===== config.mk =====
export PLATFORM = sky130hd
export DESIGN_NAME = tracker_row_jump_scanner_flat
export DESIGN_NICKNAME = d
export VERILOG_FILES = /design/src/design/trjs_pkg.sv /design/src/design/trjs_if.sv /design/src/design/tracker_row_jump_scanner.sv /design/src/design/trjs_step.sv /design/src/flat_wrapper.sv
export SDC_FILE = /design/constraint.sdc
export NUM_CORES = 1
export LEC_CHECK = 0
export BUFFER_PORTS_ARGS = -buffer_cell sky130_fd_sc_hd__buf_4
export CORE_MARGIN = 1
export CORE_UTILIZATION = 55
export CTS_CLUSTER_SIZE = 30
export DETAILED_ROUTE_END_ITERATION = 7
export HOLD_SLACK_MARGIN = 0.02
export PLACE_DENSITY = 0.78
export SLEW_MARGIN = 0
export SYNTH_ARGS = -nofsm -noshare
export SYNTH_HDL_FRONTEND = slang
export SYNTH_SLANG_ARGS = --single-unit

===== constraint.sdc =====
create_clock -name clk -period 5 [get_ports clk]
set_clock_uncertainty 0.15 [all_clocks]
set_input_delay 0.25 -clock clk [delete_from_list [all_inputs] [get_ports clk]]
set_output_delay 0.25 -clock clk [all_outputs]
set_load 0.02 [all_outputs]

===== src/design/trjs_pkg.sv =====
// Package for the tracker row jump scanner: parse state, result word and codes.
// Used by the interfaces, the step logic and the top level.
package trjs_pkg;

  localparam int unsigned CHANNELS = 32;
  localparam int unsigned CFG_IDX_W = 2;

  localparam logic [CFG_IDX_W-1:0] REG_TARGET_ROW  = 2'd0;
  localparam logic [CFG_IDX_W-1:0] REG_CHAN_OFF    = 2'd1;

  localparam logic [1:0] PH_MASK = 2'd0;
  localparam logic [1:0] PH_SKIP = 2'd1;
  localparam logic [1:0] PH_CMD  = 2'd2;
  localparam logic [1:0] PH_INFO = 2'd3;

  localparam logic [7:0] MASK_TWO  = 8'h20;
  localparam logic [7:0] MASK_ONE  = 8'h40;
  localparam logic [7:0] MASK_FX   = 8'h80;
  localparam logic [7:0] CHAN_BITS = 8'h1F;
  localparam logic [7:0] CMD_JUMP  = 8'h02;
  localparam logic [7:0] CMD_BREAK = 8'h03;

  typedef struct packed {
    logic [1:0] phase;
    logic [5:0] rows_left;
    logic [2:0] skip_left;
    logic [7:0] entry_mask;
    logic       entry_on;
    logic [7:0] held_command;
    logic       jump_seen;
    logic [7:0] jump_value;
    logic       break_seen;
    logic [7:0] break_value;
    logic       answered;
  } state_t;

  typedef struct packed {
    logic       jump_found;
    logic [7:0] jump_order;
    logic       break_found;
    logic [7:0] break_row;
    logic       ran_out;
  } result_t;

  function automatic state_t restart_state(logic [5:0] row);
    state_t s;
    s = '0;
    s.phase = PH_MASK;
    s.rows_left = row;
    return s;
  endfunction

endpackage


===== src/design/trjs_if.sv =====
// Channel interfaces for the tracker row jump scanner: byte in, result out, config.
// Depends on trjs_pkg for widths.
interface trjs_in_if;
  logic       valid;
  logic       ready;
  logic [7:0] pattern_byte;
  logic       last_byte;
  modport source (output valid, output pattern_byte, output last_byte, input ready);
  modport sink   (input valid, input pattern_byte, input last_byte, output ready);
endinterface

interface trjs_out_if;
  logic       valid;
  logic       ready;
  logic       jump_found;
  logic [7:0] jump_order;
  logic       break_found;
  logic [7:0] break_row;
  logic       ran_out;
  modport source (output valid, output jump_found, output jump_order, output break_found,
                  output break_row, output ran_out, input ready);
  modport sink   (input valid, input jump_found, input jump_order, input break_found,
                  input break_row, input ran_out, output ready);
endinterface

interface trjs_cfg_if;
  logic                            valid;
  logic                            ready;
  logic [trjs_pkg::CFG_IDX_W-1:0]  index;
  logic [31:0]                     data;
  modport source (output valid, output index, output data, input ready);
  modport sink   (input valid, input index, input data, output ready);
endinterface


===== src/design/tracker_row_jump_scanner.sv =====
// Top level of the tracker row jump scanner: input register, parse state, result register.
// Depends on trjs_pkg, the channel interfaces and trjs_step.
//
//   channel  dir  handshake     word
//   in_if    in   valid/ready   pattern_byte, last_byte
//   out_if   out  valid/ready   jump_found, jump_order, break_found, break_row, ran_out
//   cfg_if   in   valid/ready   index, data (always ready)
//
// One word per cycle unless stalled; a result is registered when its word advances.
// The input register's word is parsed combinationally against the parse state register.
// A held result stalls the input register only when its word yields another result.
// rst_n (synchronous) clears the parse state, both registers and the config.
module tracker_row_jump_scanner (
  input logic clk,
  input logic rst_n,
  trjs_in_if.sink    in_if,
  trjs_out_if.source out_if,
  trjs_cfg_if.sink   cfg_if
);
  import trjs_pkg::*;

  logic              s1_valid_r;
  logic [7:0]        s1_byte_r;
  logic              s1_last_r;
  state_t            state_r;
  state_t            state_nxt;
  state_t            step_state;
  logic [5:0]        target_row_r;
  logic [31:0]       chan_off_r;
  logic              out_valid_r;
  result_t           out_res_r;
  logic              step_emit;
  result_t           step_res;
  logic              advance;
  logic              in_take;
  logic              cfg_take;

  trjs_step u_step (
    .cur        (state_r),
    .pat_byte   (s1_byte_r),
    .last       (s1_last_r),
    .target_row (target_row_r),
    .chan_off   (chan_off_r),
    .nxt        (step_state),
    .emit       (step_emit),
    .res        (step_res)
  );

  assign advance     = s1_valid_r && (!step_emit || !out_valid_r || out_if.ready);
  assign in_if.ready = !s1_valid_r || advance;
  assign in_take     = in_if.valid && in_if.ready;
  assign cfg_if.ready = 1'b1;
  assign cfg_take    = cfg_if.valid;

  // a target row write also reloads the row count
  always_comb begin
    state_nxt = advance ? step_state : state_r;
    if (cfg_take && cfg_if.index == REG_TARGET_ROW) begin
      state_nxt.rows_left = cfg_if.data[5:0];
    end
  end

  always_ff @(posedge clk) begin
    if (!rst_n) begin
      s1_valid_r   <= 1'b0;
      out_valid_r  <= 1'b0;
      target_row_r <= '0;
      chan_off_r   <= '0;
      state_r      <= restart_state(6'd0);
    end else begin
      if (in_take) begin
        s1_valid_r <= 1'b1;
        s1_byte_r  <= in_if.pattern_byte;
        s1_last_r  <= in_if.last_byte;
      end else if (advance) begin
        s1_valid_r <= 1'b0;
      end

      if (advance && step_emit) begin
        out_valid_r <= 1'b1;
        out_res_r   <= step_res;
      end else if (out_if.ready) begin
        out_valid_r <= 1'b0;
      end

      state_r <= state_nxt;

      if (cfg_take && cfg_if.index == REG_TARGET_ROW) begin
        target_row_r <= cfg_if.data[5:0];
      end
      if (cfg_take && cfg_if.index == REG_CHAN_OFF) begin
        chan_off_r <= cfg_if.data;
      end
    end
  end

  assign out_if.valid       = out_valid_r;
  assign out_if.jump_found  = out_res_r.jump_found;
  assign out_if.jump_order  = out_res_r.jump_order;
  assign out_if.break_found = out_res_r.break_found;
  assign out_if.break_row   = out_res_r.break_row;
  assign out_if.ran_out     = out_res_r.ran_out;

endmodule


===== src/design/trjs_step.sv =====
// Per-word parse step: next parse state and optional result for one pattern byte.
// Depends on trjs_pkg.
module trjs_step (
  input  trjs_pkg::state_t  cur,
  input  logic [7:0]        pat_byte,
  input  logic              last,
  input  logic [5:0]        target_row,
  input  logic [31:0]       chan_off,
  output trjs_pkg::state_t  nxt,
  output logic              emit,
  output trjs_pkg::result_t res
);
  import trjs_pkg::*;

  logic [2:0] pre_cnt;
  logic [2:0] all_cnt;
  logic [2:0] skip_dec;
  logic [4:0] chan;
  logic       chan_is_off;
  logic       found;

  assign pre_cnt  = ((pat_byte & MASK_TWO) != 8'd0 ? 3'd2 : 3'd0) +
                    ((pat_byte & MASK_ONE) != 8'd0 ? 3'd1 : 3'd0);
  assign all_cnt  = pre_cnt + ((pat_byte & MASK_FX) != 8'd0 ? 3'd2 : 3'd0);
  assign skip_dec = cur.skip_left - ((cur.skip_left != 3'd0) ? 3'd1 : 3'd0);
  assign chan     = 5'(pat_byte & CHAN_BITS);
  assign chan_is_off = (32'(chan) < CHANNELS) && chan_off[chan];

  always_comb begin
    nxt   = cur;
    found = 1'b0;
    emit  = 1'b0;
    res   = '0;
    if (!cur.answered) begin
      case (cur.phase)
        PH_MASK: begin
          nxt.entry_mask = pat_byte;
          if (cur.rows_left != 6'd0) begin
            if (pat_byte == 8'd0) begin
              nxt.rows_left = cur.rows_left - 6'd1;
            end else begin
              nxt.entry_on  = 1'b0;
              nxt.skip_left = all_cnt;
              nxt.phase     = (all_cnt != 3'd0) ? PH_SKIP : PH_MASK;
            end
          end else if (pat_byte == 8'd0) begin
            found = 1'b1;
          end else if (chan_is_off) begin
            nxt.entry_on  = 1'b0;
            nxt.skip_left = all_cnt;
            nxt.phase     = (all_cnt != 3'd0) ? PH_SKIP : PH_MASK;
          end else begin
            nxt.entry_on  = 1'b1;
            nxt.skip_left = pre_cnt;
            if (pre_cnt != 3'd0) nxt.phase = PH_SKIP;
            else if ((pat_byte & MASK_FX) != 8'd0) nxt.phase = PH_CMD;
            else nxt.phase = PH_MASK;
          end
        end
        PH_SKIP: begin
          nxt.skip_left = skip_dec;
          if (skip_dec == 3'd0) begin
            nxt.phase = (cur.entry_on && (cur.entry_mask & MASK_FX) != 8'd0) ? PH_CMD : PH_MASK;
          end
        end
        PH_CMD: begin
          nxt.held_command = pat_byte;
          nxt.phase        = PH_INFO;
        end
        default: begin
          if (cur.held_command == CMD_JUMP) begin
            nxt.jump_seen  = 1'b1;
            nxt.jump_value = pat_byte;
          end else if (cur.held_command == CMD_BREAK) begin
            nxt.break_seen  = 1'b1;
            nxt.break_value = pat_byte;
          end
          nxt.phase = PH_MASK;
          found = nxt.jump_seen && nxt.break_seen;
        end
      endcase
    end

    if (found) begin
      emit            = 1'b1;
      res.jump_found  = nxt.jump_seen;
      res.jump_order  = nxt.jump_seen ? nxt.jump_value : 8'd0;
      res.break_found = nxt.break_seen;
      res.break_row   = nxt.break_seen ? nxt.break_value : 8'd0;
      res.ran_out     = 1'b0;
      nxt.answered    = 1'b1;
    end

    if (last) begin
      if (!nxt.answered) begin
        emit        = 1'b1;
        res         = '0;
        res.ran_out = 1'b1;
      end
      nxt = restart_state(target_row);
    end
  end

endmodule


===== src/flat_wrapper.sv =====
// flat-port wrapper written by rule: the top's interface ports become plain ports
module tracker_row_jump_scanner_flat import trjs_pkg::*;
  (clk, rst_n, in_if_valid, in_if_pattern_byte, in_if_last_byte, in_if_ready, out_if_valid, out_if_jump_found, out_if_jump_order, out_if_break_found, out_if_break_row, out_if_ran_out, out_if_ready, cfg_if_valid, cfg_if_index, cfg_if_data, cfg_if_ready);
  trjs_in_if in_if_i ();
  trjs_out_if out_if_i ();
  trjs_cfg_if cfg_if_i ();
  input logic clk;
  input logic rst_n;
  input wire logic [$bits(in_if_i.valid)-1:0] in_if_valid;
  input wire logic [$bits(in_if_i.pattern_byte)-1:0] in_if_pattern_byte;
  input wire logic [$bits(in_if_i.last_byte)-1:0] in_if_last_byte;
  output wire logic [$bits(in_if_i.ready)-1:0] in_if_ready;
  output wire logic [$bits(out_if_i.valid)-1:0] out_if_valid;
  output wire logic [$bits(out_if_i.jump_found)-1:0] out_if_jump_found;
  output wire logic [$bits(out_if_i.jump_order)-1:0] out_if_jump_order;
  output wire logic [$bits(out_if_i.break_found)-1:0] out_if_break_found;
  output wire logic [$bits(out_if_i.break_row)-1:0] out_if_break_row;
  output wire logic [$bits(out_if_i.ran_out)-1:0] out_if_ran_out;
  input wire logic [$bits(out_if_i.ready)-1:0] out_if_ready;
  input wire logic [$bits(cfg_if_i.valid)-1:0] cfg_if_valid;
  input wire logic [$bits(cfg_if_i.index)-1:0] cfg_if_index;
  input wire logic [$bits(cfg_if_i.data)-1:0] cfg_if_data;
  output wire logic [$bits(cfg_if_i.ready)-1:0] cfg_if_ready;
  assign in_if_i.valid = in_if_valid;
  assign in_if_i.pattern_byte = in_if_pattern_byte;
  assign in_if_i.last_byte = in_if_last_byte;
  assign in_if_ready = in_if_i.ready;
  assign out_if_valid = out_if_i.valid;
  assign out_if_jump_found = out_if_i.jump_found;
  assign out_if_jump_order = out_if_i.jump_order;
  assign out_if_break_found = out_if_i.break_found;
  assign out_if_break_row = out_if_i.break_row;
  assign out_if_ran_out = out_if_i.ran_out;
  assign out_if_i.ready = out_if_ready;
  assign cfg_if_i.valid = cfg_if_valid;
  assign cfg_if_i.index = cfg_if_index;
  assign cfg_if_i.data = cfg_if_data;
  assign cfg_if_ready = cfg_if_i.ready;
  tracker_row_jump_scanner u_core (.clk(clk), .rst_n(rst_n), .in_if(in_if_i), .out_if(out_if_i), .cfg_if(cfg_if_i));
endmodule

==> flow_metrics.tcl, run 1 <==
set metrics [dict create \
    r2r_cells 6 \
    grt-ovfl-total 0 \
    grt_pass1_wl_um 20510 \
    arrival_ns 3.17 \
    setup_violations 0 \
    dr.first_iter.drc_count 319 \
    power_density_nw_per_um2 277.7 \
    first_pass_iters 8 \
    clkLatencyLatePin_ns 0.38 \
    vias 4192 \
    n_antenna_cell 0 \
    maxCapViolCount 0 \
    whs_endpoint "u_core.out_if.valid" \
    min_path_type "input pin to flop" \
    worstReg2RegStart "u_core.s1_byte_r[0]" \
    ys_top_cells_by_area "dfxtp_1, edfxtp_1, mux2i_1, nand2_1, a21oi_1" \
    portBuffers 68 \
    final_antenna_net_count 0 \
    hold_start "out_if_ready" \
    worstSetupStartpointType "flop" \
    cts-root-buf "clkbuf_8" \
    place_ws_ns 1.951 \
    min_period_ns 3.066 \
    grt_pass1_vias 4205 \
    clock_tree.buffer_depth 2 \
    drive_gt1_share_pct 19.31 \
    worstPathMaxFanout 13 \
    synth_cell_types 66 \
    fill_cells 647 \
    seq_area_frac_synth_pct 48.23 \
    syn_inst 519 \
    syn_to_final_growth_pct 22.34 \
    cellLeakagePower_uw 0.002433 \
    drc 3 \
    synth-edff-count 28 \
    layout_common_cells "nand2_1, dfxtp_1, buf_4, a21oi_1, nor2_1" \
    rsz0062_at_grt "no" \
    place_congestion 0.8471 \
    dp_hpwl_um 7911 \
    initial_core_util_pct 57.50 \
    yosysWarnings 0 \
    synth.avg_cell_area_um2 9.756 \
    io_pins 70 \
    synth_nets 572 \
    grt_util_all_layers_pct 27.10 \
    drv_slew 0 \
    die_area_um2 9594 \
    final.setup.tns_ns 0 \
    synth.cell_area_um2 5064 \
    whs_path_depth 3 \
    synth_top_area_share_pct 31.63 \
    fmax_ghz 0.3262 \
    final_hold_viol_count 0 \
    synth_area_leader_cell "dfxtp_1" \
    finalCritPeriodShare_pct 61.32 \
    cts_buffers 9 \
    violations "DRC" \
    clk_pin_slew_ns 0.12 \
    cts_max_level 3 \
    worst_slew_pin_slew_ns 1.137 \
    synth-main-ff-cell "dfxtp_1" \
    crit_type "flop to flop" \
    required_ns 5.11 \
    layout_commonest_cell "nand2_1" \
    cp-end-kind "flop" \
    nNetsFinal 659 \
    final_cell_count_no_fill 719 \
    dp_cells 661 \
    status "finished with violations" \
    die_h_um 97.95 \
    coreArea_um2 8806 \
    via_per_inst 5.830 \
    postCtsSetupBuffers 0 \
    r2r_end "u_core.state_r[16]" \
    reg2reg_slack_ns 1.93 \
    tritoncts "built" \
    totalWireLength_um 12220 \
    clock-sinks 108 \
    ir_drop_mv 0.1977 \
    die_w_um 97.95 \
    async_flop_share_pct 0 \
    wl_per_cell_um 17.00 \
    relSlewSlack_pct 23.96 \
    setup_ws_ns 1.934 \
    rows 34 \
    grt_max_degree 58 \
    antenna_found_initial 0 \
    synth-seq-cells 108 \
]
## cell type report
class	count	area, um^2	area share [%]
multi-input combinational	359	2381	38.44
timing repair buffer	113	953.4	15.39
inverter	15	56.30	0.9089
tap	108	135.1	2.181
clock inverter	7	102.6	1.656
clock buffer	9	123.9	2.000
sequential	108	2442	39.43
## logic make-up after synthesis
logic type | count (synthesis) | share of synthesized area [%]
flops | 108 | 48.23
fa+ha+maj | 5 | 1.235
compound gates | 103 | 14.21
xor+xnor | 1 | 0.1730
mux | 50 | 12.48
buf+inv | 52 | 4.867
simple gates | 199 | 18.73
other cells | 1 | 0.07406
## layer usage
metal	vias up	track usage, %	part of all wire [%]
li1	2013	-	-
met1	1998	34.78	43
met2	159	45.72	50
met3	22	6.156	5.8
met4	0	8.159	1.9
met5	-	0	0
## Yosys cell counts, types with 3 or more instances
| cell type | count |
|---|---|
| a211oi_2 | 3 |
| a21oi_1 | 58 |
| a222oi_1 | 3 |
| a22o_1 | 3 |
| a22oi_1 | 4 |
| and2_1 | 5 |
| buf_2 | 7 |
| buf_6 | 3 |
| clkbuf_1 | 23 |
| dfxtp_1 | 80 |
| edfxtp_1 | 28 |
| ha_1 | 5 |
| inv_1 | 15 |
| mux2i_1 | 38 |
| mux4_1 | 4 |
| mux4_2 | 5 |
| nand2_1 | 90 |
| nand2b_1 | 8 |
| nand3_1 | 15 |
| nand4_1 | 3 |
| nor2_1 | 46 |
| nor3b_1 | 3 |
| nor4_1 | 3 |
| o21ai_0 | 3 |
| o21ai_1 | 3 |
| o32ai_2 | 4 |
| or3_1 | 5 |
## metrics by stage
| stage | hold WS [ns] | total power (uW) | utilization, % | cell area (um^2) |
|---|---|---|---|---|
| CTS | 0.02871 | 1720 | 70.35 | 6195 |
| global route | 0.04365 | 1788 | 70.35 | 6195 |
| global placement | 0.2790 | 1113 | 63.00 | 5548 |
| floorplan | 0.1989 | 1059 | - | 5064 |
| finish | 0.04391 | 1720 | 70.35 | 6195 |
| detailed placement | 0.2795 | 1118 | 63.00 | 5548 |
## critical path: stages (launching register included)
cell and delay [ns]:
edfxtp_1 0.65, nor4_2 0.51, a41oi_1 0.22, o21a_2 0.22, o211ai_1 0.85, mux2i_1 0.30
nor2_1 0.05
## repair_timing
action                                 in CTS  in global routing
hold buffers                               42                  0
endpoints found under the hold margin      48                  0
resized for setup                           0                  0
## how the worst max path moves through the flow
stage	from	to	slack, ns	cells after the start
2_1_floorplan	u_core.state_r[39]	u_core.out_if.break_found	1.21	7
3_3_place_gp	u_core.s1_byte_r[0]	u_core.state_r[10]	2.11	6
3_5_place_dp	u_core.s1_byte_r[0]	u_core.state_r[16]	1.95	6
4_1_cts	u_core.s1_byte_r[0]	u_core.state_r[16]	1.92	6
5_1_grt	u_core.s1_byte_r[0]	u_core.state_r[16]	1.67	6
6_report	u_core.s1_byte_r[0]	u_core.state_r[16]	1.93	6
## registers in the layout, summed over array words and instances, names as in the netlist
signal,count
u_core.s1_byte_r,8
u_core.out_if.ran_out,1
u_core.s1_last_r,1
u_core.s1_valid_r,1
u_core.out_if.valid,1
u_core.state_r,40
u_core.chan_off_r,32
u_core.out_if.break_found,1
u_core.out_if.jump_order,8
u_core.out_if.jump_found,1
u_core.out_if.break_row,8
u_core.target_row_r,6
## power by group
part	switching (uW)	internal (uW)
registers	24.3	916
clock network	341	250
logic	93.3	95.6
total	459	1260
Note: power is estimated with default switching activity, not from simulation.
==> run 2: changes to the inputs <==
--- a/config.mk
+++ b/config.mk
@@ -5,6 +5,7 @@
 export SDC_FILE = /design/constraint.sdc
 export NUM_CORES = 1
 export LEC_CHECK = 0
+export ABC_AREA = 1
 export BUFFER_PORTS_ARGS = -buffer_cell sky130_fd_sc_hd__buf_4
 export CORE_MARGIN = 1
 export CORE_UTILIZATION = 55
==> constraint.sdc (replaced) <==
create_clock -name clk -period 3 [get_ports clk]
set_clock_uncertainty 0.15 [all_clocks]
set_input_delay 0.15 -clock clk [delete_from_list [all_inputs] [get_ports clk]]
set_output_delay 0.15 -clock clk [all_outputs]
set_load 0.02 [all_outputs]
==> flow_metrics.tcl, run 2 <==
set metrics [dict create \
    place_ws_ns 0.4031 \
    worstPathMaxFanout 37 \
    yosys.cell_count.top_type "nand2_1" \
    initial_core_util_pct 57.08 \
    io_pins 70 \
    syn_inst 672 \
    seq_area_frac_synth_pct 48.82 \
    setup_violations 0 \
    synth-seq-cells 108 \
    synth.cell_area_um2 5002 \
    placed_area_um2 5580 \
    antenna_found_initial 0 \
    vias 4789 \
    postCtsSetupBuffers 0 \
    drive_gt1_share_pct 13.13 \
    min_path_type "input pin to flop" \
    grt_max_degree 47 \
    clock-sinks 108 \
    design_area_um2 6248 \
    clock_tree.buffer_depth 2 \
    via_per_inst 5.411 \
    tritoncts "built" \
    synth_cell_types 33 \
    rows 34 \
    clkLatencyLatePin_ns 0.37 \
    p_int_uw 2288 \
    max_stage_delay_ns 0.45 \
    final.setup.tns_ns 0 \
    min_period_ns 2.615 \
    cts_buffers 9 \
    cts-root-buf "clkbuf_8" \
    totalWireLength_um 12400 \
    synth_nets 725 \
    worstSetupStartpointType "flop" \
    yosysWarnings 0 \
    layout_commonest_cell "nand2_1" \
    async_flop_share_pct 0 \
    power.net_switching_uw 777.8 \
    wl_per_cell_um 14.01 \
    grt-ovfl-total 0 \
    netlist_top_cells_count "nand2_1, nor2_1, dfxtp_1" \
    comb_power_share_pct 13.3 \
    portBuffers 68 \
    die_w_um 97.37 \
    slowest_stage "a21boi_4" \
    synth-edff-count 28 \
    final_antenna_net_count 0 \
    fmax_ghz 0.3824 \
    n_antenna_cell 0 \
    final_hold_viol_count 0 \
    clk_pin_slew_ns 0.11 \
    syn_to_final_growth_pct 24.91 \
    power_density_nw_per_um2 490.7 \
    place_congestion 0.9437 \
    grt_pass1_vias 4575 \
    cp_cell_sequence "inv_1 > ha_1 > nand3_1 > nor2_1 > nand3_1 > nand2_1 > nand3_2 > nand2_2 > a21boi_4 > buf_4 > nand2_1 > o21ai_0 > nor2_1" \
    ir_drop_mv 0.2885 \
    worst_slew_pin_slew_ns 0.5787 \
    die_area_um2 9481 \
    relSlewSlack_pct 61.18 \
    nNetsFinal 825 \
    p_clk_share_pct 35.1 \
    status "complete, no violations" \
    largest_register_ffs 40 \
    drc 0 \
    cp_num_buf_inv 2 \
    cellLeakagePower_uw 0.002690 \
    cp-end-kind "flop" \
    arrival_ns 2.71 \
    setup_ws_ns 0.3852 \
    required_ns 3.09 \
    drv_slew 0 \
    coreArea_um2 8763 \
    top_register "u_core.state_r" \
    layout_common_cells "nand2_1, nor2_1, dfxtp_1, buf_4, inv_1" \
    cts_max_level 3 \
    finalCritPeriodShare_pct 87.16 \
    synth-main-ff-cell "dfxtp_1" \
    dr.first_iter.drc_count 318 \
    dp_hpwl_um 8099 \
    rsz0062_at_grt "no" \
    switching_share_pct 25.37 \
    synth_top_area_share_pct 32.02 \
    grt_pass1_wl_um 20880 \
    fill_cells 691 \
    synth.avg_cell_area_um2 7.444 \
    maxCapViolCount 0 \
    grt_util_all_layers_pct 27.02 \
    first_pass_iters 5 \
    die_h_um 97.37 \
    cp_top_family "simple AND/OR/NAND/NOR gates" \
    ys_top_cells_by_area "dfxtp_1, edfxtp_1, nand2_1, nor2_1, a21oi_1" \
    seqPwrFrac_pct 51.6 \
    largest_registers "u_core.state_r: 40 flops, u_core.chan_off_r: 32 flops" \
    synth_area_leader_cell "dfxtp_1" \
    crit_type "flop to flop" \
]
==> run 2: layer usage <==
metal	share of wire, %	vias to the layer above	global-route usage [%]
met4	3.0	0	11.20
met1	43	2188	34.68
met5	0	-	0
met3	5.8	35	3.309
met2	49	184	46.05
li1	-	2382	-
==> run 2: path summary, 6_finish.rpt <==
path | slack, ns | from | to | depth (start not counted)
worst min-delay path | 0.06 | rst_n | u_core.state_r[38] | 3
worst max register to register | 0.39 | u_core.state_r[39] | u_core.state_r[15] | 13
worst min register to register | 0.31 | u_core.chan_off_r[1] | u_core.chan_off_r[1] | 2
worst max-delay path | 0.39 | u_core.state_r[39] | u_core.state_r[15] | 13
==> run 2: power groups by stage <==
stage | registers [uW] | logic (uW) | clock network, uW
global route | 1590 | 458 | 1140
CTS | 1580 | 399 | 1090
floorplan | 1610 | 241 | 0
global placement | 1610 | 342 | 0
detailed placement | 1610 | 352 | 0
finish | 1580 | 406 | 1080
==> run 2: cell type report <==
type | count | area (um^2) | area share, %
Tap cell | 108 | 135.1 | 2.163
Clock inverter | 7 | 123.9 | 1.982
Clock buffer | 9 | 123.9 | 1.982
Inverter | 74 | 277.8 | 4.445
Timing Repair Buffer | 120 | 1006 | 16.10
Sequential cell | 108 | 2442 | 39.09
Multi-Input combinational cell | 459 | 2140 | 34.24
==> run 2: worst reg2reg max path: cells and delay by family (launching register included) <==
kind,cells,cell delay (ns)
buffers and inverters,2,0.49
AO/OA/AOI/OAI,2,0.55
flip-flops,1,0.36
AND/OR/NAND/NOR,8,0.74
adder cells (fa/ha/maj),1,0.19
==> run 2: logic make-up (layout without fill, tap and decap cells) <==
| kind of cell | Yosys count | count (layout) | synth area share, % |
|---|---|---|---|
| buffers and inverters | 105 | 210 | 8.404 |
| AO/OA/AOI/OAI | 142 | 142 | 15.38 |
| other | 1 | 1 | 0.07497 |
| adder cells (fa/ha/maj) | 5 | 5 | 1.251 |
| multiplexers | 4 | 4 | 0.8004 |
| XOR/XNOR | 1 | 1 | 0.1751 |
| flip-flops | 108 | 108 | 48.82 |
| AND/OR/NAND/NOR | 306 | 306 | 25.09 |
==> run 2: stage by stage <==
step	power [uW]	hold slack (ns)	instances	utilization (%)
finish	3066	0.06418	885	71.30
global route	3187	0.1052	885	71.30
CTS	3066	0.04581	885	71.30
detailed placement	1966	0.1815	827	63.68
global placement	1954	0.1797	827	63.68
floorplan	1849	0.09887	672	-
==> run 2: repair_timing <==
| item | CTS | global route |
|---|---|---|
| hold endpoints to repair | 50 | 0 |
| hold buffers | 42 | 0 |
| endpoints found under the setup margin | 0 | 0 |
| gates resized for setup | 0 | 0 |
